**src/rtl/assert_macros.svh**
```systemverilog
// assertion helpers
`ifndef ASSERT_MACROS_SVH
`define ASSERT_MACROS_SVH

// property that must hold on every clock
`define PCRO_ASSERT(lbl, clk, rstn, prop, msg) \
    lbl: assert property (@(posedge clk) disable iff (!rstn) (prop)) else $error(msg);

// antecedent implies consequent on the next clock
`define PCRO_ASSERT_NEXT(lbl, clk, rstn, ante, cons, msg) \
    lbl: assert property (@(posedge clk) disable iff (!rstn) (ante) |=> (cons)) else $error(msg);

`endif

```
**src/rtl/pcro_pkg.sv**
```systemverilog
`default_nettype none
package pcro_pkg;
    localparam int MAX_POINTS_DEF = 64;
    localparam int COORD_W = 32;
    localparam int SUM_W = 38;
    localparam int CNT_W = 7;

    typedef struct packed {
        logic signed [COORD_W-1:0] in_x;
        logic signed [COORD_W-1:0] in_y;
        logic signed [COORD_W-1:0] in_z;
        logic                      last_point;
    } t_in;

    typedef struct packed {
        logic signed [COORD_W-1:0] out_x;
        logic signed [COORD_W-1:0] out_y;
        logic signed [COORD_W-1:0] out_z;
        logic                      last_result;
        logic                      overflow;
    } t_out;

    typedef struct packed {
        logic                    bank;
        logic signed [SUM_W-1:0] sum_x;
        logic signed [SUM_W-1:0] sum_y;
        logic signed [SUM_W-1:0] sum_z;
        logic [CNT_W-1:0]        count;
        logic                    dropped;
    } t_job;

    typedef struct packed {
        logic                   en;
        logic                   bank;
        logic [CNT_W-1:0]       idx;
        logic [3*COORD_W-1:0]   data;
    } t_wr;
endpackage
`default_nettype wire

```
**src/rtl/pcro_front.sv**
```systemverilog
`default_nettype none
`include "assert_macros.svh"
module pcro_front #(
    parameter int MAX_POINTS = pcro_pkg::MAX_POINTS_DEF
) (
    input  wire logic         i_clk,
    input  wire logic         i_rst_n,
    input  wire logic         i_valid,
    input  wire pcro_pkg::t_in i_data,
    output logic              o_ready,
    input  wire logic         i_full,
    output logic              o_push,
    output pcro_pkg::t_job    o_job,
    output pcro_pkg::t_wr     o_wr
);
    localparam int SW = pcro_pkg::SUM_W;
    localparam int CW = pcro_pkg::CNT_W;

    logic [CW-1:0]        r_cnt, n_cnt;
    logic signed [SW-1:0] r_sx, r_sy, r_sz, n_sx, n_sy, n_sz;
    logic                 r_drop, n_drop, r_bank;
    logic                 w_acc, w_room;

    assign o_ready = !i_full;
    assign w_acc   = i_valid && !i_full;
    assign w_room  = r_cnt < CW'(MAX_POINTS);

    always_comb begin
        n_sx   = r_sx;
        n_sy   = r_sy;
        n_sz   = r_sz;
        n_cnt  = r_cnt;
        n_drop = r_drop;
        if (w_room) begin
            n_sx  = r_sx + {{(SW-32){i_data.in_x[31]}}, i_data.in_x};
            n_sy  = r_sy + {{(SW-32){i_data.in_y[31]}}, i_data.in_y};
            n_sz  = r_sz + {{(SW-32){i_data.in_z[31]}}, i_data.in_z};
            n_cnt = r_cnt + CW'(1);
        end else begin
            n_drop = 1'b1;
        end
    end

    assign o_wr.en   = w_acc && w_room;
    assign o_wr.bank = r_bank;
    assign o_wr.idx  = r_cnt;
    assign o_wr.data = {i_data.in_x, i_data.in_y, i_data.in_z};

    assign o_push        = w_acc && i_data.last_point;
    assign o_job.bank    = r_bank;
    assign o_job.sum_x   = n_sx;
    assign o_job.sum_y   = n_sy;
    assign o_job.sum_z   = n_sz;
    assign o_job.count   = n_cnt;
    assign o_job.dropped = n_drop;

    always_ff @(posedge i_clk) begin
        if (!i_rst_n) begin
            r_cnt  <= '0;
            r_sx   <= '0;
            r_sy   <= '0;
            r_sz   <= '0;
            r_drop <= 1'b0;
            r_bank <= 1'b0;
        end else if (w_acc) begin
            if (i_data.last_point) begin
                r_cnt  <= '0;
                r_sx   <= '0;
                r_sy   <= '0;
                r_sz   <= '0;
                r_drop <= 1'b0;
                r_bank <= !r_bank;
            end else begin
                r_cnt  <= n_cnt;
                r_sx   <= n_sx;
                r_sy   <= n_sy;
                r_sz   <= n_sz;
                r_drop <= n_drop;
            end
        end
    end

    `PCRO_ASSERT_NEXT(a_push_clears, i_clk, i_rst_n, o_push, r_cnt == '0 && !r_drop, "accumulator not cleared after cluster end")
    `PCRO_ASSERT(a_count_bound, i_clk, i_rst_n, r_cnt <= CW'(MAX_POINTS), "point count beyond store depth")
endmodule
`default_nettype wire

```
**config.mk**
```make
export PLATFORM = sky130hd
export DESIGN_NAME = pcro_front
export DESIGN_NICKNAME = d
export VERILOG_FILES = /design/src/rtl/pcro_pkg.sv /design/src/rtl/pcro_front.sv
export VERILOG_INCLUDE_DIRS = /design/src /design/src/rtl
export SDC_FILE = /design/constraint.sdc
export NUM_CORES = 1
export LEC_CHECK = 0
export ABC_AREA = 1
export BUFFER_PORTS_ARGS = -buffer_cell sky130_fd_sc_hd__buf_2
export CAP_MARGIN = 0
export CORE_MARGIN = 2
export CORE_UTILIZATION = 40
export DETAILED_ROUTE_END_ITERATION = 7
export GPL_TIMING_DRIVEN = 0
export MAX_ROUTING_LAYER = met4
export PLACE_DENSITY = 0.6
export SYNTH_ARGS = -nofsm -noshare
export SYNTH_HDL_FRONTEND = slang
export SYNTH_SLANG_ARGS = --single-unit
```
**constraint.sdc**
```tcl
create_clock -name i_clk -period 2.15 [get_ports i_clk]
set_input_delay 0.215 -clock i_clk [delete_from_list [all_inputs] [get_ports i_clk]]
set_output_delay 0.215 -clock i_clk [all_outputs]
set_load 0.005 [all_outputs]
```
==> Yosys cells after proc, flatten, opt, wreduce, memory -nomap -nowiden <==
Cells that the tools add are included.
W data, S select, Z words.
{ "word_totals": {"reg_bits": 123, "input_bits": 101, "output_inout_bits": 230, "elab_cells": 27} }
{ "classes": {"addsub": 4, "magnitude_cmp": 1, "muxes": 10, "n_reduce_logical": 6} }
{ "ops": {"columns": ["op", "count"], "rows": [
  ["$mux W38", 6],
  ["$add A38 B38 Y38", 3],
  ["$mux W7", 2],
  ["$add A7 B1 Y7 const B", 1],
  ["$lt A7 B7 Y1 const B", 1],
  ["$logic_and A1 B1 Y1", 3],
  ["$logic_not A1 Y1", 2],
  ["$mux W1", 2],
  ["$reduce_and A2 Y1", 1]
]} }

==> Longest topological paths before layout <==
Gate-level depths: netlist of the first run.
{ "depth": {"depth_word": 3, "mapped_depth": 16, "depth_no_buf": 16} }

==> Worst setup path after synthesis of the first run <==
OpenSTA, ideal clock, no wires.
{ "synth_timing": {"path_kind": "register to output", "startpoint": "register r_sx[0]", "endpoint": "output o_job[108] in the netlist's numbering", "arrival_time_ps": 1826, "slack_ps": 109, "stages_incl_launch_ff": 15, "n_path_buf": 0, "cell_sequence": "dfxtp_1 ha_1 inv_1 fa_1 inv_1 nand3_1 nand3_2 nand2_1 nand2_2 nand3_1 nand2_2 nand2_1 nand3_1 nand3_1 and2_1"} }
{ "synth_rtl": {"columns": ["element", "line", "rtl"], "rows": [
  ["start: declaration", "pcro_front.sv:20", "logic signed [SW-1:0] r_sx, r_sy, r_sz, n_sx, n_sy, n_sz;"],
  ["start signal: assignment", "pcro_front.sv:75", "r_sx <= n_sx;"],
  ["end: declaration", "pcro_front.sv:13", "output pcro_pkg::t_job o_job,"]
]} }

==> results of run 1 <==
worst paths after layout:
kind,startpoint,endpoint,depth (start not counted),slack (ps)
hold / removal,i_rst_n,r_drop,3,60
hold reg to reg,r_drop,r_drop,2,460
setup reg to reg,r_sz[0],r_sz[16],16,-170
setup / recovery,r_sz[0],o_job[14],14,-600
flip-flops by register name, summed over array words and instances, names as in the netlist:
name	flops
r_sz	38
r_drop	1
r_sy	38
r_bank	1
r_sx	38
r_cnt	7
per-stage QoR:
step	util [%]	cell area, sq um	cells	hold WS [ps]	power, W
floorplan	-	15200	2694	362	0.00412
global placement	46.5	17400	3535	442	0.00512
detailed placement	46.5	17400	3535	452	0.00514
CTS	58.9	22100	3678	50.7	0.00899
global route	66.3	24800	3754	89.9	0.0101
finish	66.3	24800	3754	57.8	0.00967
where the power goes:
group	internal (W)	leakage, nW	switching (W)
clock network	0.00179	0.276	0.00124
registers	0.00235	1.04	0.0000901
logic	0.00193	11.6	0.00227
total	0.00607	12.9	0.00361
metal layers:
layer / up-vias / global-route usage (%) / wire length (um)
li1: 9404 / - / -
met1: 9224 / 44.2 / 30600
met2: 676 / 53.9 / 32400
met3: 124 / 3.90 / 4170
met4: 0 / 9.92 / 2150
met5: - / - / 0
cell families (layout without fill, tap and decap cells):
family,Yosys count,after routing
buf+inv,549,1098
flops,123,123
fa+ha+maj,115,115
mux,10,10
simple gates,1542,1542
xor+xnor,37,37
compound gates,318,318
critical path, stage by stage, from the launching register on:
cell     delay [ps]
dfxtp_4         360
ha_4            130
inv_2            30
fa_2            330
inv_2            90
nand3_2          90
nand3_4          90
buf_6           120
buf_6           100
nand2_4          40
nand2_2          60
inv_2            30
or2_0           220
a31oi_1         210
buf_2           170
cell usage after synthesis:
cell type | n | area (sq um)
and2_1 | 48 | 300
nor3_2 | 1 | 10.0
nand2_1 | 918 | 3450
a31oi_1 | 6 | 37.5
and2_2 | 1 | 7.51
nand3_1 | 211 | 1060
a21oi_1 | 206 | 1030
and2_4 | 2 | 17.5
inv_1 | 380 | 1430
clkbuf_1 | 37 | 139
or2_2 | 51 | 319
inv_2 | 5 | 18.8
a21oi_2 | 9 | 78.8
a22oi_1 | 1 | 7.51
or2_1 | 9 | 56.3
o21ai_0 | 72 | 360
a21o_1 | 3 | 22.5
buf_1 | 2 | 7.51
o211ai_1 | 3 | 22.5
nand4_1 | 2 | 12.5
nor2_2 | 13 | 81.3
nor2_4 | 3 | 33.8
dfxtp_1 | 123 | 2460
o21ai_1 | 6 | 30.0
o21bai_1 | 9 | 67.6
mux2i_1 | 10 | 100
buf_4 | 102 | 766
or2_0 | 6 | 37.5
nor3_1 | 17 | 85.1
nand2_2 | 39 | 244
buf_2 | 23 | 115
xor2_1 | 18 | 158
nand3_2 | 18 | 180
nor2_1 | 203 | 762
o21ai_2 | 3 | 26.3
xnor2_1 | 19 | 166
fa_1 | 3 | 60.1
ha_1 | 112 | 1400
final cells by class:
cell class | count | share of cell area, %
timing repair buffer | 518 | 14.2
multi-input combinational | 2022 | 60.1
clock buffer | 24 | 1.94
sequential | 123 | 10.5
inverter | 385 | 5.86
buffer | 164 | 4.54
clock inverter | 7 | 0.363
tap | 511 | 2.57
repair_timing:
action	4_1_cts	5_1_grt
endpoints found under the setup margin	183	147
buffers inserted	113	92
resized for setup	761	578
endpoints found under the hold margin	0	0
pin swaps	187	285
==> results.py, run 1 <==
metrics = {
    "drt": {
        "viasPerCell": 5.18,
        "wl_per_cell_um": 18.5,
        "drt_iter0_markers": 1321,
        "drt_pass1_iterations": 6,
        "drtAntennaViolNets": 0,
        "routed_wl_um": 69400,
        "vias": 19400,
        "drc": 0,
    },
    "layout": {
        "final_common_cell": "nand2_1",
        "ff_latch_area_sq_mm": 0.00261,
        "fillers": 3367,
        "final_cell_mix": "nand2_1 (612), inv_1 (343), buf_2 (305)",
        "multi_input_area_sq_mm": 0.0149,
        "drive_gt1_share_pct": 52.6,
        "finalNetCount": 3447,
        "area_growth_pct": 63.9,
        "n_antenna_cell": 0,
    },
    "sta": {
        "setup_ws_ps": -601,
        "report.final.hold_viol_count": 0,
        "clock_skew_ps": 12.3,
        "setup_tns_ps": -45220,
        "post-route-min-period_ps": 2750,
        "final_max_slew_viol_count": 0,
        "tightest_slew_ps": 924,
        "setup_viol": 115,
        "fmax_ghz": 0.364,
        "max_slew_margin_pct": 38.4,
        "rsz0062_at_grt": "yes",
        "fin_crit_sh_pct": 128,
    },
    "synth": {
        "ys_warn_count": 0,
        "syn_area_sq_mm": 0.0152,
        "synth-compound-area-share_pct": 11.1,
        "synth_top_family_by_area": "simple AND/OR/NAND/NOR gates",
        "avgSynthCellArea_sq_um": 5.62,
        "syn-num-nets": 2910,
        "synth_xor_area_share_pct": 2.14,
        "yosysSeqAreaShare_pct": 16.2,
        "synth_cells": 2694,
        "synthMuxAreaShare_pct": 0.661,
        "yosys_register_bits": 123,
        "synth_fa_ha_area_share_pct": 9.64,
        "synth-simple-area-share_pct": 43.9,
        "synth_cell_types": 38,
    },
    "clock_tree": {
        "postCtsHoldBufs": 0,
        "cts.clk_slew.worst_paths_ps": 70,
        "clock_sinks": 123,
        "cts_buffers": 17,
        "clk_latency_ps": 460,
        "cts_buffer_depth": 2,
        "root_buffer": "clkbuf_16",
        "htreeDepth": 4,
        "tritoncts": "done",
    },
    "pwr": {
        "ir_drop_uv": 618,
        "p_per_area_mw_per_mm2": 389,
        "p_leak_nw": 12.9,
    },
    "grt": {
        "antenna_found_initial": 0,
        "grt_max_degree": 17,
        "overflow": 0,
        "track_usage_pct": 33.5,
        "grt_pass1_wl_um": 98700,
        "first_global_vias": 17900,
    },
    "worst_setup_path": {
        "arrival_ps": 2540,
        "critPathRequiredTime_ps": 1930,
        "path_class": "reg -> out",
        "crit_fanout": 3,
        "endpoint_kind": "primary output",
        "cp-start-kind": "flip-flop",
    },
    "die": {
        "core_sq_mm": 0.0375,
        "ios": 331,
        "die-area_sq_mm": 0.0395,
        "fp.dieH_um": 199,
        "initial_core_util_pct": 40.4,
        "die_w_um": 199,
        "rows": 71,
    },
    "min_path": {
        "hp-class": "in -> reg",
    },
    "placement": {
        "gp_congestion": 0.993,
        "hpwl_um": 50200,
        "io_buffers": 330,
        "dpl_worst_slack_ps": -571,
    },
    "outcome": {
        "violations": "setup timing",
        "status": "finished with violations",
    },
    "job": {
        "drv_cap": 0,
    },
}
No activity file was read; power rests on OpenSTA's default activity.
==> run 2, diff against run 1 <==
--- a/config.mk
+++ b/config.mk
@@ -10,11 +10,12 @@
 export BUFFER_PORTS_ARGS = -buffer_cell sky130_fd_sc_hd__buf_2
 export CAP_MARGIN = 0
 export CORE_MARGIN = 2
-export CORE_UTILIZATION = 40
+export CORE_UTILIZATION = 50
 export DETAILED_ROUTE_END_ITERATION = 7
 export GPL_TIMING_DRIVEN = 0
 export MAX_ROUTING_LAYER = met4
-export PLACE_DENSITY = 0.6
+export PLACE_DENSITY = 0.73
 export SYNTH_ARGS = -nofsm -noshare
 export SYNTH_HDL_FRONTEND = slang
 export SYNTH_SLANG_ARGS = --single-unit
+export TNS_END_PERCENT = 5
==> run 2 against run 1 <==
- the flow still finishes with violations (setup timing)
- core utilization rose by 2.5 points
- clock-buffer cell count fell by 7
- largest cell class unchanged
- power shrank 9.3%
==> results.py, run 2 (same netlist as run 1, synthesis figures left out) <==
metrics = {
    "layout": {
        "final_cell_mix": "nand2_1 (812), inv_1 (373), buf_2 (343)",
        "stdcell_count": 3486,
        "area_growth_pct": 34.9,
        "final_util_pct": 68.8,
        "fillers": 2660,
        "drive_gt1_share_pct": 35.8,
        "ff_latch_area_sq_mm": 0.00255,
        "finalNetCount": 3297,
        "final_common_cell": "nand2_1",
        "multi_input_area_sq_mm": 0.0123,
        "reg_top3": "r_sx x38, r_sy x38, r_sz x38",
    },
    "placement": {
        "gp_congestion": 1.04,
        "dp_cells": 3414,
        "io_buffers": 330,
        "hpwl_um": 47200,
    },
    "worst_setup_path": {
        "endpoint_kind": "primary output",
        "cp-start-kind": "flip-flop",
        "critPathRequiredTime_ps": 1930,
        "rr_endpoint": "r_sz[6]",
        "arrival_ps": 2530,
        "reg2reg_slack_ps": -140,
        "path_class": "reg -> out",
        "r2r-start": "r_sz[0]",
        "reg2reg_depth": 15,
        "crit_fanout": 3,
    },
    "grt": {
        "overflow": 0,
        "antenna_found_initial": 1,
        "grt_max_degree": 17,
        "grt_pass1_wl_um": 90500,
        "first_global_vias": 16800,
        "track_usage_pct": 38.2,
    },
    "sta": {
        "clock_skew_ps": 13.3,
        "post-route-min-period_ps": 2740,
        "fmax_ghz": 0.365,
        "max_slew_margin_pct": 35.3,
        "setup_ws_ps": -593,
        "final_max_slew_viol_count": 0,
        "tightest_slew_ps": 971,
        "rsz0062_at_grt": "yes",
        "setup_viol": 122,
        "fin_crit_sh_pct": 128,
        "report.final.hold_viol_count": 0,
    },
    "drt": {
        "drt_iter0_markers": 1780,
        "drc": 0,
        "vias": 19000,
        "drt_pass1_iterations": 6,
        "viasPerCell": 5.45,
        "wl_per_cell_um": 17.9,
        "routed_wl_um": 62300,
        "drtAntennaViolNets": 0,
    },
    "pwr": {
        "p_leak_nw": 10.6,
        "power_switching_w": 0.00338,
        "power.share.clock_pct": 35.2,
        "combPwrFrac_pct": 36.9,
        "seqPwrFrac_pct": 27.9,
        "p_per_area_mw_per_mm2": 429,
        "ir_drop_uv": 547,
        "switching_share_pct": 38.6,
        "internal_power_w": 0.00539,
    },
    "die": {
        "ios": 331,
        "initial_core_util_pct": 51.0,
        "die-area_sq_mm": 0.0317,
        "fp.dieH_um": 178,
        "core_sq_mm": 0.0297,
        "die_w_um": 178,
        "rows": 63,
    },
    "job": {
        "drv_cap": 0,
    },
    "outcome": {
        "violations": "setup timing",
        "status": "finished with violations",
    },
    "min_path": {
        "hp-class": "in -> reg",
        "hp-start": "i_rst_n",
        "whs_path_depth": 3,
        "hold_end": "r_cnt[6]",
    },
    "clock_tree": {
        "htreeDepth": 4,
        "cts.clk_slew.worst_paths_ps": 70,
        "cts_buffers": 17,
        "tritoncts": "done",
        "clock_sinks": 123,
        "root_buffer": "clkbuf_16",
        "cts_buffer_depth": 2,
        "clk_latency_ps": 450,
        "postCtsHoldBufs": 0,
    },
}
## run 2: cell types whose count changed in the layout (fill, tap and decap cells not counted), sizes merged
cell	previous run	this run
buf	644	494
bufinv	2	1
clkinv	3	2
clkbuf	62	55
clkinvlp	2	1
inv	385	396
diode	0	2
## run 2: power by group through the flow
stage | Clock [W] | Combinational, W | Sequential (W)
3_3_place_gp | 0 | 0.00260 | 0.00247
3_5_place_dp | 0 | 0.00263 | 0.00247
6_report | 0.00309 | 0.00324 | 0.00245
5_1_grt | 0.00317 | 0.00351 | 0.00245
4_1_cts | 0.00308 | 0.00293 | 0.00244
2_1_floorplan | 0 | 0.00167 | 0.00245
## run 2: worst max-delay path by stage
| stage | end | startpoint | cells past startpoint |
|---|---|---|---|
| finish | o_job[74] | r_sy[0] | 16 |
| global route | o_job[115] | r_sx[9] | 13 |
| CTS | o_job[116] | r_sx[0] | 16 |
| detailed placement | o_job[116] | i_data[65] | 16 |
| global placement | o_job[116] | i_data[65] | 16 |
| floorplan | o_job[108] | r_sx[0] | 14 |
## run 2: layout make-up
type                    instances  area share [%]
multi-input cells            2022            60.3
flip-flops and latches        123            12.5
repair buffers                368            9.60
inverters                     385            7.07
plain buffers                 164            5.25
well taps                     390            2.39
clock buffers                  17            2.08
clock inverters                15           0.839
diodes                          2          0.0245
## run 2: layer usage
layer	track usage (%)	part of all wire (%)	wire, um	vias up
met2	59.6	44	27700	968
met4	12.0	3.3	2040	0
met3	6.18	8.8	5500	155
li1	-	-	-	9120
met1	50.5	43	27000	8742
met5	-	0	0	-
## run 2: timing repair
item | CTS | global route
buffers inserted | 21 | 18
gates resized for setup | 316 | 242
endpoints found under the setup margin | 171 | 165
pin swaps | 48 | 53
## run 2: through the flow
stage / instance area, sq um / setup TNS (ps) / worst slack (ps) / hold slack [ps] / total power [W]
6_report: 20400 / -43500 / -593 / 67.7 / 0.00877
5_1_grt: 20400 / -56260 / -718 / 65.7 / 0.00913
4_1_cts: 19400 / -40320 / -583 / 61.6 / 0.00844
3_5_place_dp: 17300 / -21120 / -540 / 468 / 0.00510
3_3_place_gp: 17300 / -18730 / -541 / 440 / 0.00507
2_1_floorplan: 15200 / 0 / 109 / 362 / 0.00412
## run 2: worst max-delay path: stages, from the launching register on
cell,delay (ps)
dfxtp_2,360
ha_4,140
inv_2,40
fa_2,360
inv_2,100
nand3_2,90
nand3_4,100
nand2_2,60
nand2_2,110
nand2_2,70
nand2_2,100
nand2_2,80
nand2_1,70
nand2_1,70
nand3_2,100
and2_4,150
buf_6,80
