==> config.mk <==
export PLATFORM = sky130hd
export DESIGN_NAME = pcro_fifo
export DESIGN_NICKNAME = d
export VERILOG_FILES = /design/src/rtl/pcro_pkg.sv /design/src/rtl/pcro_fifo.sv
export VERILOG_INCLUDE_DIRS = /design/src /design/src/rtl
export SDC_FILE = /design/constraint.sdc
export NUM_CORES = 1
export LEC_CHECK = 0
export BUFFER_PORTS_ARGS = -buffer_cell sky130_fd_sc_hd__buf_4
export CORE_MARGIN = 1
export CORE_UTILIZATION = 58
export CTS_BUF_LIST = sky130_fd_sc_hd__clkbuf_8
export DETAILED_ROUTE_END_ITERATION = 10
export PLACE_DENSITY = 0.95
export SYNTH_ARGS = -nofsm -noshare
export SYNTH_HDL_FRONTEND = slang
export SYNTH_SLANG_ARGS = --single-unit
==> constraint.sdc <==
create_clock -name i_clk -period 10.47 [get_ports i_clk]
set_clock_uncertainty 0.2 [all_clocks]
set_input_delay 0.5235 -clock i_clk [delete_from_list [all_inputs] [get_ports i_clk]]
set_output_delay 0.5235 -clock i_clk [all_outputs]
set_load 0.03 [all_outputs]
==> src/rtl/assert_macros.svh <==
// assertion helpers
`ifndef ASSERT_MACROS_SVH
`define ASSERT_MACROS_SVH

// property that must hold on every clock
`define PCRO_ASSERT(lbl, clk, rstn, prop, msg) \
    lbl: assert property (@(posedge clk) disable iff (!rstn) (prop)) else $error(msg);

// antecedent implies consequent on the next clock
`define PCRO_ASSERT_NEXT(lbl, clk, rstn, ante, cons, msg) \
    lbl: assert property (@(posedge clk) disable iff (!rstn) (ante) |=> (cons)) else $error(msg);

`endif

==> src/rtl/pcro_pkg.sv <==
`default_nettype none
package pcro_pkg;
    localparam int MAX_POINTS_DEF = 64;
    localparam int COORD_W = 32;
    localparam int SUM_W = 38;
    localparam int CNT_W = 7;

    typedef struct packed {
        logic signed [COORD_W-1:0] in_x;
        logic signed [COORD_W-1:0] in_y;
        logic signed [COORD_W-1:0] in_z;
        logic                      last_point;
    } t_in;

    typedef struct packed {
        logic signed [COORD_W-1:0] out_x;
        logic signed [COORD_W-1:0] out_y;
        logic signed [COORD_W-1:0] out_z;
        logic                      last_result;
        logic                      overflow;
    } t_out;

    typedef struct packed {
        logic                    bank;
        logic signed [SUM_W-1:0] sum_x;
        logic signed [SUM_W-1:0] sum_y;
        logic signed [SUM_W-1:0] sum_z;
        logic [CNT_W-1:0]        count;
        logic                    dropped;
    } t_job;

    typedef struct packed {
        logic                   en;
        logic                   bank;
        logic [CNT_W-1:0]       idx;
        logic [3*COORD_W-1:0]   data;
    } t_wr;
endpackage
`default_nettype wire

==> src/rtl/pcro_fifo.sv <==
`default_nettype none
`include "assert_macros.svh"
module pcro_fifo (
    input  wire logic          i_clk,
    input  wire logic          i_rst_n,
    input  wire logic          i_push,
    input  wire pcro_pkg::t_job i_job,
    input  wire logic          i_pop,
    output pcro_pkg::t_job     o_job,
    output logic               o_full,
    output logic               o_empty
);
    pcro_pkg::t_job r_mem [2];
    logic           r_wp, r_rp;
    logic [1:0]     r_count;

    assign o_job   = r_mem[r_rp];
    assign o_full  = r_count == 2'd2;
    assign o_empty = r_count == 2'd0;

    always_ff @(posedge i_clk) begin
        if (i_push) begin
            r_mem[r_wp] <= i_job;
        end
    end

    always_ff @(posedge i_clk) begin
        if (!i_rst_n) begin
            r_wp    <= 1'b0;
            r_rp    <= 1'b0;
            r_count <= 2'd0;
        end else begin
            if (i_push) begin
                r_wp <= !r_wp;
            end
            if (i_pop) begin
                r_rp <= !r_rp;
            end
            r_count <= r_count + {1'b0, i_push} - {1'b0, i_pop};
        end
    end

    `PCRO_ASSERT(a_no_push_full, i_clk, i_rst_n, !(i_push && r_count == 2'd2), "push into full queue")
    `PCRO_ASSERT(a_no_pop_empty, i_clk, i_rst_n, !(i_pop && r_count == 2'd0), "pop from empty queue")
endmodule
`default_nettype wire

# Yosys cells after proc, flatten, opt, wreduce, memory -nomap -nowiden
# Memory sizes are Yosys's and may differ from the RTL's. A register that Yosys moved wholly into a read port is not among the register bits.
# Cells that the tools add are included.
[totals]
regBits = 4
ram_bits = 246
inputBits = 127
word_cells = 14
memories = 1
[classes]
add_sub_neg = 2
eq_ne = 1
n_mux = 4
reduce_logical = 3
[mem_list]
columns = ["name", "words", "width", "read_ports", "rd_clocked_by_memory_dff", "wr", "line_no", "source"]
rows = [
  ["r_mem", 2, 123, 1, 1, 1, "pcro_fifo.sv:13", "pcro_pkg::t_job r_mem [2];"],
]
[op_table]
columns = ["cell", "n"]
rows = [
  ["$mux W1", 4],
  ["$add A2 B1 Y2", 1],
  ["$eq A2 B2 Y1 const B", 1],
  ["$logic_not A1 Y1", 2],
  ["$logic_not A2 Y1", 1],
  ["$sub A2 B1 Y2", 1],
]

# Depth between registers and ports, before layout
# Gate-level depths: netlist of the first run.
[logic_depth]
ltp_word = 3
ltp_mapped = 6
mapped_depth_nobuf = 6

# Least setup slack after synthesis of the first run
# Ideal clock, no wire load.
[synth_path]
path_kind = "input port to flip-flop"
startpoint = "input port i_push"
endpoint = "memory r_mem[0][0] in the netlist's numbering (enable)"
setup_time_ns = 0.621
arrival_time_ns = 5.889
path_slack_ns = 3.760
cell_stages = 1
path_buffers = 0
cell_sequence = "nor2b_1"
[synth_via]
elab_chain_cells = 2
[synth_lines]
columns = ["item", "line_no", "source"]
rows = [
  ["from (decl)", "pcro_fifo.sv:6", "input wire logic i_push,"],
  ["$mux W1", "pcro_fifo.sv:22", "if (i_push) begin"],
  ["$mux W1 (implied by the code)", "pcro_fifo.sv:23", "r_mem[r_wp] <= i_job;"],
  ["to (decl)", "pcro_fifo.sv:13", ""],
]
# No other way between the ends.

==> impl_metrics.toml, run 1 <==
[yosys]
yosysMostFrequentCell = "edfxtp_1"
synth.cell_area_mm2 = 0.00939
ys.warnings.count = 0
synth_edf_count = 246
ys_seq_area_share_pct = 79.7
syn_inst = 404
synth.distinct_cells = 15
yosys_register_bits = 251
ys.flop_type = "edfxtp_1"
synth_top_area_share_pct = 78.7
synth_top_cell_by_area = "edfxtp_1"
synthTopCellsByArea = "edfxtp_1 79%, mux2_4 11%, mux2_2 6.4%"
syn-mean-instance-area_um2 = 23.2
synthArstFlopShare_pct = 0
synth_nets = 533
synth_commonest_cells = "246 x edfxtp_1, 70 x mux2_4, 53 x mux2_2"

[sta]
max_freq_ghz = 0.260
fin_tns_setup_ns = 0
hold_violations = 0
final_max_slew_viol_count = 0
fin_crit_ns = 3.85
worst_pin_slew_ns = 1.13
period_share_pct = 36.7
slew_headroom_pct = 24.8
setup_violations = 0
fin_hold_ws_ns = 0.0483
rsz0062_at_grt = "no"

[power]
p_leak_nw = 5.28
clkPwrFrac_pct = 31.3
swShare_pct = 27.0
net-switching-power_uw = 633
power_density_mw_per_mm2 = 175
p_int_mw = 1.71
seq_power_share_pct = 51.0
combPwrFrac_pct = 17.7
ir_drop_uv = 132

[floorplan]
io_pins = 252
design.die.area_mm2 = 0.0167
row_count = 46
coreArea_mm2 = 0.0158
fp.dieH_um = 129
start_util_pct = 59.3
die_w_um = 129

[final_layout]
seq_area_mm2 = 0.00749
area_delta_synth_final_pct = 42.2
drive_above_1_share_pct = 51.1
stdcell_count = 1053
multi_input_area_mm2 = 0.00178
utilization_pct = 84.4
nNetsFinal = 938
diodes = 0
num-fill-cells = 660

[grt]
grt_pass1_wl_mm = 35.6
antenna_found_initial = 0
grt.overflow.total = 0
grt_usage_pct = 29.5
grt_pass1_vias = 6237
grt_max_degree = 72

[detailed_routing]
post-route-drc-count = 0
ant_nets = 0
viasPerCell = 5.40
wl_mm = 25.0
wl_per_cell_um = 23.8
first_iter_violations = 336
vias = 5690
drt_pass1_iterations = 5

[clock_tree]
cts_buffers = 39
cts_tree = "done"
htreeDepth = 2
clockRootBuffer = "clkbuf_8"
clkTransAtPathRegs_ns = 0.06
cts_setup_buffers = 0
clk_latency_ns = 0.51
cts_buffer_depth = 3
clock-sinks = 251

[worst_setup_path]
end_kind = "output pin"
r2r_slack_ns = 7.90
r2r-end = "r_mem[0][51]"
r2r-start = "r_wp"
cp-endpoint = "o_job[11]"
start_kind = "flop"
worstPathRequired_ns = 9.75
path_class = "reg2out"
reg2regPathDepth = 3
critPathMaxFanout = 70
arrival_ns = 3.12

[place]
io_buffers = 251
hpwl_mm = 12.7
placedCellCount = 861
gp_congestion = 0.709

[run]
maxCapViolations = 0

[worst_hold_path]
hp-class = "in2reg"

[status]
outcome = "complete, no violations"
-- cells in the final DEF (no fill, tap or decap), types with 4 or more instances in the layout --
cell type	n
edfxtp_1	246
dfxtp_1	4
dlygate4sd3_1	123
clkbuf_8	39
clkinv_1	6
buf_4	255
inv_1	18
clkinv_2	5
mux2_2	53
mux2_4	70
-- how the worst min path moves through the flow --
stage | start | to | slack, ns | cells past startpoint
detailed placement | r_rp | flop | 0.37 | 2
floorplan | r_rp | flop | 0.35 | 2
global placement | r_rp | flop | 0.36 | 2
finish | i_rst_n | r_wp | 0.05 | 2
global route | i_rst_n | r_rp | 0.03 | 2
CTS | i_rst_n | r_wp | 0.02 | 2
-- power by group through the flow --
stage          clock network (mW)  logic [mW]  registers, mW
6_report                    0.734       0.416           1.19
4_1_cts                     0.721       0.406           1.19
2_1_floorplan                   0       0.237           1.20
5_1_grt                     0.785       0.429           1.20
3_3_place_gp                    0       0.353           1.20
3_5_place_dp                    0       0.365           1.21
-- logic make-up (layout without fill, tap and decap cells) --
family,count (synthesis),after routing,share of synthesized area [%]
AND/OR/NAND/NOR,9,9,0.573
multiplexers,123,123,17.5
buffers and inverters,16,449,1.47
adder cells (fa/ha/maj),2,2,0.266
XOR/XNOR,2,2,0.333
AO/OA/AOI/OAI,1,1,0.0800
flip-flops,251,251,79.7
-- registers in the layout (all words and copies together), names as in the netlist, named ones only --
signal and count:
r_count 2, r_mem 246, r_wp 1, r_rp 1
-- metal layers --
metal | track usage [%] | up-vias | wire length [um]
met1 | 32.6 | 2867 | 9010
li1 | - | 2413 | -
met2 | 53.9 | 345 | 13300
met4 | 12.5 | 0 | 791
met5 | 0 | - | 0
met3 | 7.80 | 65 | 1920
-- critical path: stages, from the launching register on --
cell and delay, ns:
dfxtp_4 0.95, buf_4 0.94, mux2_2 0.45, buf_4 0.18
-- area by class of cell --
cell class | count | area share (%)
multi-input combinational | 137 | 13.3
timing repair buffer | 378 | 23.6
clock buffer | 39 | 4.02
tap | 216 | 2.02
clock inverter | 30 | 0.974
inverter | 2 | 0.0562
sequential | 251 | 56.1
-- stage by stage --
step	setup WS, ns	power, mW	cell area (um^2)
after floorplan	3.76	1.44	9390
after global routing	6.49	2.41	13400
after global placement	7.25	1.56	11500
final	6.62	2.34	13400
after detailed placement	7.15	1.57	11500
after CTS	6.58	2.32	13400
-- timing repair --
item,4_1_cts,5_1_grt
gates resized for setup,0,0
hold endpoints to repair,246,0
hold buffers,123,0
Note: power is estimated with default switching activity, not from simulation.
==> run 2, diff against run 1 <==
--- a/config.mk
+++ b/config.mk
@@ -8,10 +8,10 @@
 export LEC_CHECK = 0
 export BUFFER_PORTS_ARGS = -buffer_cell sky130_fd_sc_hd__buf_4
 export CORE_MARGIN = 1
-export CORE_UTILIZATION = 58
+export CORE_UTILIZATION = 54
 export CTS_BUF_LIST = sky130_fd_sc_hd__clkbuf_8
 export DETAILED_ROUTE_END_ITERATION = 10
-export PLACE_DENSITY = 0.95
+export PLACE_DENSITY = 0.9
 export SYNTH_ARGS = -nofsm -noshare
 export SYNTH_HDL_FRONTEND = slang
 export SYNTH_SLANG_ARGS = --single-unit
==> constraint.sdc (replaced) <==
create_clock -name i_clk -period 4 [get_ports i_clk]
set_clock_uncertainty 0.2 [all_clocks]
set_input_delay 0.2 -clock i_clk [delete_from_list [all_inputs] [get_ports i_clk]]
set_output_delay 0.2 -clock i_clk [all_outputs]
set_load 0.03 [all_outputs]
==> run 2 against run 1 <==
  * Flip-flop and latch count did not move
  * Register-to-register slack worse by 6.1 ns
  * Count of clock-buffer cells in the layout increased by 2
  * Global-route usage down 5.4 points
  * Total power grew to 2.6 times the previous value
  * Sequential power grew to 2.6 times the previous value
  * Final area increased by 0.52%
  * First-iteration DRC count grew 3.3%
  * Clock power grew to 2.6 times the previous value
  * Critical path type unchanged
  * Critical endpoint is now o_job[110]
==> impl_metrics.toml, run 2 (same netlist as run 1, synthesis figures left out) <==
[final_layout]
drive_above_1_share_pct = 50.5
largest_reg_flops = 246
num-fill-cells = 779
layout_common_cells = "253 x buf_4, 246 x edfxtp_1, 127 x dlygate4sd3_1, 70 x mux2_4, 53 x mux2_2"
regMostFlops = "r_mem"
area_delta_synth_final_pct = 43.0
nNetsFinal = 942
mostFrequentLayoutCell = "buf_4"
reg_top3 = "r_mem (246), r_count (2)"

[worst_setup_path]
reg2regPathDepth = 4
path_class = "reg2out"
r2r-start = "r_wp"
arrival_ns = 2.47
r2r-end = "r_wp"
start_kind = "flop"
end_kind = "output pin"
r2r_slack_ns = 1.82
critPathMaxFanout = 72
worstPathRequired_ns = 3.60

[detailed_routing]
vias = 5375
post-route-drc-count = 0
ant_nets = 0
viasPerCell = 5.07
wl_mm = 21.7
drt_pass1_iterations = 4
first_iter_violations = 347
wl_per_cell_um = 20.5

[floorplan]
design.die.area_mm2 = 0.0179
io_pins = 252
fp.dieH_um = 134
start_util_pct = 56.0
coreArea_mm2 = 0.0168
die_w_um = 134
row_count = 47

[power]
power_density_mw_per_mm2 = 452
p_leak_nw = 5.31
ir_drop_uv = 318
p_total_mw = 6.07

[sta]
worst_pin_slew_ns = 0.895
period_share_pct = 71.8
hold_violations = 0
rsz0062_at_grt = "no"
fin_tns_setup_ns = 0
slew_headroom_pct = 40.4
fin_crit_ns = 2.87
final_max_slew_viol_count = 0
setup_violations = 0
fin_hold_ws_ns = 0.217
max_freq_ghz = 0.348

[clock_tree]
cts_buffer_depth = 3
clockRootBuffer = "clkbuf_8"
cts_setup_buffers = 0
clock-sinks = 251
clkTransAtPathRegs_ns = 0.07
cts_tree = "done"
htreeDepth = 2
clk_latency_ns = 0.50
cts_buffers = 39

[place]
hpwl_mm = 12.1
io_buffers = 251
gp_congestion = 0.750

[grt]
grt_pass1_wl_mm = 32.3
grt_pass1_vias = 5997
antenna_found_initial = 1
grt_usage_pct = 24.2
grt_max_degree = 73
grt.overflow.total = 0

[status]
outcome = "complete, no violations"

[run]
maxCapViolations = 0

[worst_hold_path]
min_to = "r_mem[0][66]"
hold_path.startpoint = "i_job[66]"
hp-class = "in2reg"
hold_depth = 2
## run 2: cell types whose count changed in the layout (fill, tap and decap cells not counted)
cell           delta
buf_4             -2
diode_2           +1
buf_12            +2
dlygate4sd3_1     +4
clkbuf_8          +2
clkinv_1          +3
clkinv_2          -3
inv_1             -1
clkinvlp_4        -3
## run 2: worst max-delay path, stage by stage, from the launching register on
cell and delay [ns]:
dfxtp_4 0.85, buf_12 0.50, mux2_4 0.36, buf_4 0.17
## run 2: layout make-up
cell class,count,area (um^2),share of cell area (%)
multi-input combinational,137,1780,13.2
timing repair buffer,382,3210,23.9
tap,220,275,2.05
clock inverter,26,100,0.746
antenna,1,2.50,0.0186
clock buffer,41,564,4.20
sequential,251,7490,55.8
inverter,2,7.51,0.0559
## run 2: worst max-delay path by stage
stage | startpoint | end | slack [ns] | cells past startpoint
finish | flop | o_job[110] | 1.13 | 3
global route | flop | o_job[0] | 1.01 | 3
detailed placement | flop | o_job[0] | 1.60 | 3
CTS | flop | o_job[0] | 1.04 | 3
floorplan | r_wp | r_mem[1][0] | 0.1 | 1
global placement | flop | o_job[46] | 1.66 | 3
## run 2: stage by stage
step	setup WS [ns]	util [%]	cells	area, um^2
after floorplan	0.0986	-	404	9400
final	1.13	80.1	1060	13400
after global routing	1.01	80.1	1060	13400
after CTS	1.04	80.1	1059	13400
after global placement	1.66	68.5	865	11500
after detailed placement	1.60	68.5	865	11500
## run 2: report_power, final
| part | total (mW) | internal (mW) | switching [mW] | leakage [nW] |
|---|---|---|---|---|
| clock network | 1.89 | 0.941 | 0.946 | 0.397 |
| logic | 1.07 | 0.518 | 0.553 | 2.56 |
| registers | 3.11 | 3.04 | 0.0658 | 2.35 |
| total | 6.07 | 4.50 | 1.57 | 5.31 |
## run 2: repair_timing
action / in CTS / in global routing
endpoints found under the hold margin: 251 / 0
gates resized for setup: 0 / 0
hold buffers: 127 / 0
## run 2: metal layers
metal	vias up	part of all wire (%)	GRT usage, %
met5	-	0	0
met4	0	2.6	9.41
met3	50	7.2	5.90
met2	280	53	43.6
met1	2630	38	27.6
li1	2415	-	-
==> run 3, diff against run 2 <==
--- a/config.mk
+++ b/config.mk
@@ -6,6 +6,7 @@
 export SDC_FILE = /design/constraint.sdc
 export NUM_CORES = 1
 export LEC_CHECK = 0
+export ABC_AREA = 1
 export BUFFER_PORTS_ARGS = -buffer_cell sky130_fd_sc_hd__buf_4
 export CORE_MARGIN = 1
 export CORE_UTILIZATION = 54
==> constraint.sdc (replaced) <==
create_clock -name i_clk -period 2.71 [get_ports i_clk]
set_clock_uncertainty 0.2 [all_clocks]
set_input_delay 0.1355 -clock i_clk [delete_from_list [all_inputs] [get_ports i_clk]]
set_output_delay 0.1355 -clock i_clk [all_outputs]
set_load 0.03 [all_outputs]
==> run 3 against run 2 <==
  * Total power is 44% higher
  * Synthesized area stayed put
  * Core utilization is 0.26 points higher
  * Via count hardly changed
  * Critical path depth stayed put
  * Critical path type unchanged
  * Non-clock buffer count is 5 higher
  * Die area stayed put
  * Largest power group unchanged
  * Global-route usage is 0.091 points lower
==> impl_metrics.toml, run 3 <==
[run]
maxCapViolations = 0

[grt]
grt.busiest_layer = "met2"
use_met3_pct = 6.20
grt.overflow.total = 0
antenna_found_initial = 1
grt_usage_pct = 24.1
met1_usage_pct = 25.0
grt_pass1_vias = 6070
grt_max_degree = 76
grt_pass1_wl_mm = 31.8
use_met2_pct = 45.8

[sta]
rsz0062_at_grt = "no"
final_max_slew_viol_count = 0
period_share_pct = 89.9
max_freq_ghz = 0.410
slew_headroom_pct = 56.5
setup_violations = 0
worst_pin_slew_ns = 0.652
fin_crit_ns = 2.44
hold_violations = 0
fin_hold_ws_ns = 0.143

[clock_tree]
clockRootBuffer = "clkbuf_8"
cts_tree = "done"
htreeDepth = 2
cts_buffer_depth = 3
clock-sinks = 251
clkTransAtPathRegs_ns = 0.07
cts_setup_buffers = 0
hold_buffers = 127
cts_resized = 0
clk_latency_ns = 0.51
cts_buffers = 39

[power]
ir_drop_uv = 651
p_leak_nw = 5.32
power_density_mw_per_mm2 = 649
p_total_mw = 8.74

[final_layout]
nNetsFinal = 959
stdcell_count = 1071
layout_common_cells = "255 x buf_4, 246 x edfxtp_1, 127 x dlygate4sd3_1, 70 x mux2_4, 53 x mux2_2"
fin_area_mm2 = 0.0135
mostFrequentLayoutCell = "buf_4"
reg_top3 = "r_mem (246), r_count (2)"
regMostFlops = "r_mem"
drive_above_1_share_pct = 50.8
num-fill-cells = 842
largest_reg_flops = 246
area_delta_synth_final_pct = 43.5
utilization_pct = 80.4

[yosys]
ys.flop_type = "edfxtp_1"
yosys_register_bits = 251
synth.distinct_cells = 13
synth_top_area_share_pct = 78.7
ys.warnings.count = 0
synth_top_cell_by_area = "edfxtp_1"
ys_seq_area_share_pct = 79.7
synthArstFlopShare_pct = 0
synth_commonest_cells = "246 x edfxtp_1, 70 x mux2_4, 53 x mux2_2"
synthTopCellsByArea = "edfxtp_1 79%, mux2_4 11%, mux2_2 6.4%"
syn-mean-instance-area_um2 = 22.6
synth_edf_count = 246
syn_inst = 416
yosysMostFrequentCell = "edfxtp_1"
synth.cell_area_mm2 = 0.00939
synth_nets = 545

[floorplan]
row_count = 47
fp.dieH_um = 134
coreArea_mm2 = 0.0168
design.die.area_mm2 = 0.0179
die_w_um = 134
io_pins = 252
start_util_pct = 56.0

[worst_setup_path]
crit_buf_inv = 2
critPathTopFamily = "flip-flops"
start_kind = "flop"
cp_slowest_stage_delay_ns = 0.55
cp_cell_sequence = "buf_12 -> mux2_2 -> buf_4"
worstPathRequired_ns = 2.37
r2r-start = "r_count[0]"
end_kind = "output pin"
path_class = "reg2out"
arrival_ns = 2.10
cp_slowest_cell = "dfxtp_4"
critPathMaxFanout = 65

[detailed_routing]
post-route-drc-count = 0
first_iter_violations = 299
ant_nets = 0
vias = 5380
viasPerCell = 5.02
drt_pass1_iterations = 4
wl_per_cell_um = 20.1
wl_mm = 21.5

[place]
placedCellCount = 882
place_area_mm2 = 0.0116
io_buffers = 251
hpwl_mm = 12.5
gp_congestion = 0.782

[status]
outcome = "complete, no violations"

[worst_hold_path]
hold_path.startpoint = "i_job[89]"
hp-class = "in2reg"
[run 3: metal layers]
metal | wire (um) | vias to the layer above
met3 | 1430 | 55
met2 | 11800 | 240
met4 | 635 | 0
met1 | 7590 | 2628
met5 | 0 | -
li1 | - | 2457
[run 3: logic make-up after synthesis]
kind of cell | after synthesis | synth area share (%)
DFF | 251 | 79.7
buffers and inverters | 21 | 1.67
adders and majority gates | 2 | 0.266
muxes | 123 | 17.5
AOI/OAI and AO/OA | 1 | 0.0532
and+or+nand+nor | 18 | 0.733
[run 3: metrics by stage]
stage | worst slack, ns | TNS, ns
2_1_floorplan | -0.101 | -17.31
3_3_place_gp | 0.874 | 0
3_5_place_dp | 0.834 | 0
4_1_cts | 0.271 | 0
5_1_grt | 0.188 | 0
6_report | 0.273 | 0
[run 3: power breakdown]
group          switching, mW  internal, mW
clock                   1.38          1.33
sequential            0.0726          4.50
combinational          0.763         0.697
total                   2.22          6.52
[run 3: final cells by class]
class,instances,area (um^2),area share (%)
Antenna cell,1,2.50,0.0186
Clock buffer,39,537,3.98
Clock inverter,22,91.3,0.678
Inverter,7,30.0,0.223
Multi-Input combinational cell,144,1760,13.0
Sequential cell,251,7490,55.6
Tap cell,220,275,2.04
Timing Repair Buffer,387,3290,24.4
[run 3: worst paths after layout]
path                       end  slack, ns  cells after the start
setup / recovery     o_job[31]       0.27                      3
hold / removal    r_mem[0][89]       0.14                      2
setup reg to reg    r_count[0]       0.72                      7
hold reg to reg           r_rp       0.31                      2
[run 3: worst reg2reg max path, cell delays in order (launching register included)]
cell	delay, ns
dfxtp_1	0.38
inv_1	0.07
ha_1	0.28
inv_1	0.04
ha_1	0.27
nand2_1	0.06
dlygate4sd3_1	0.55
inv_1	0.04
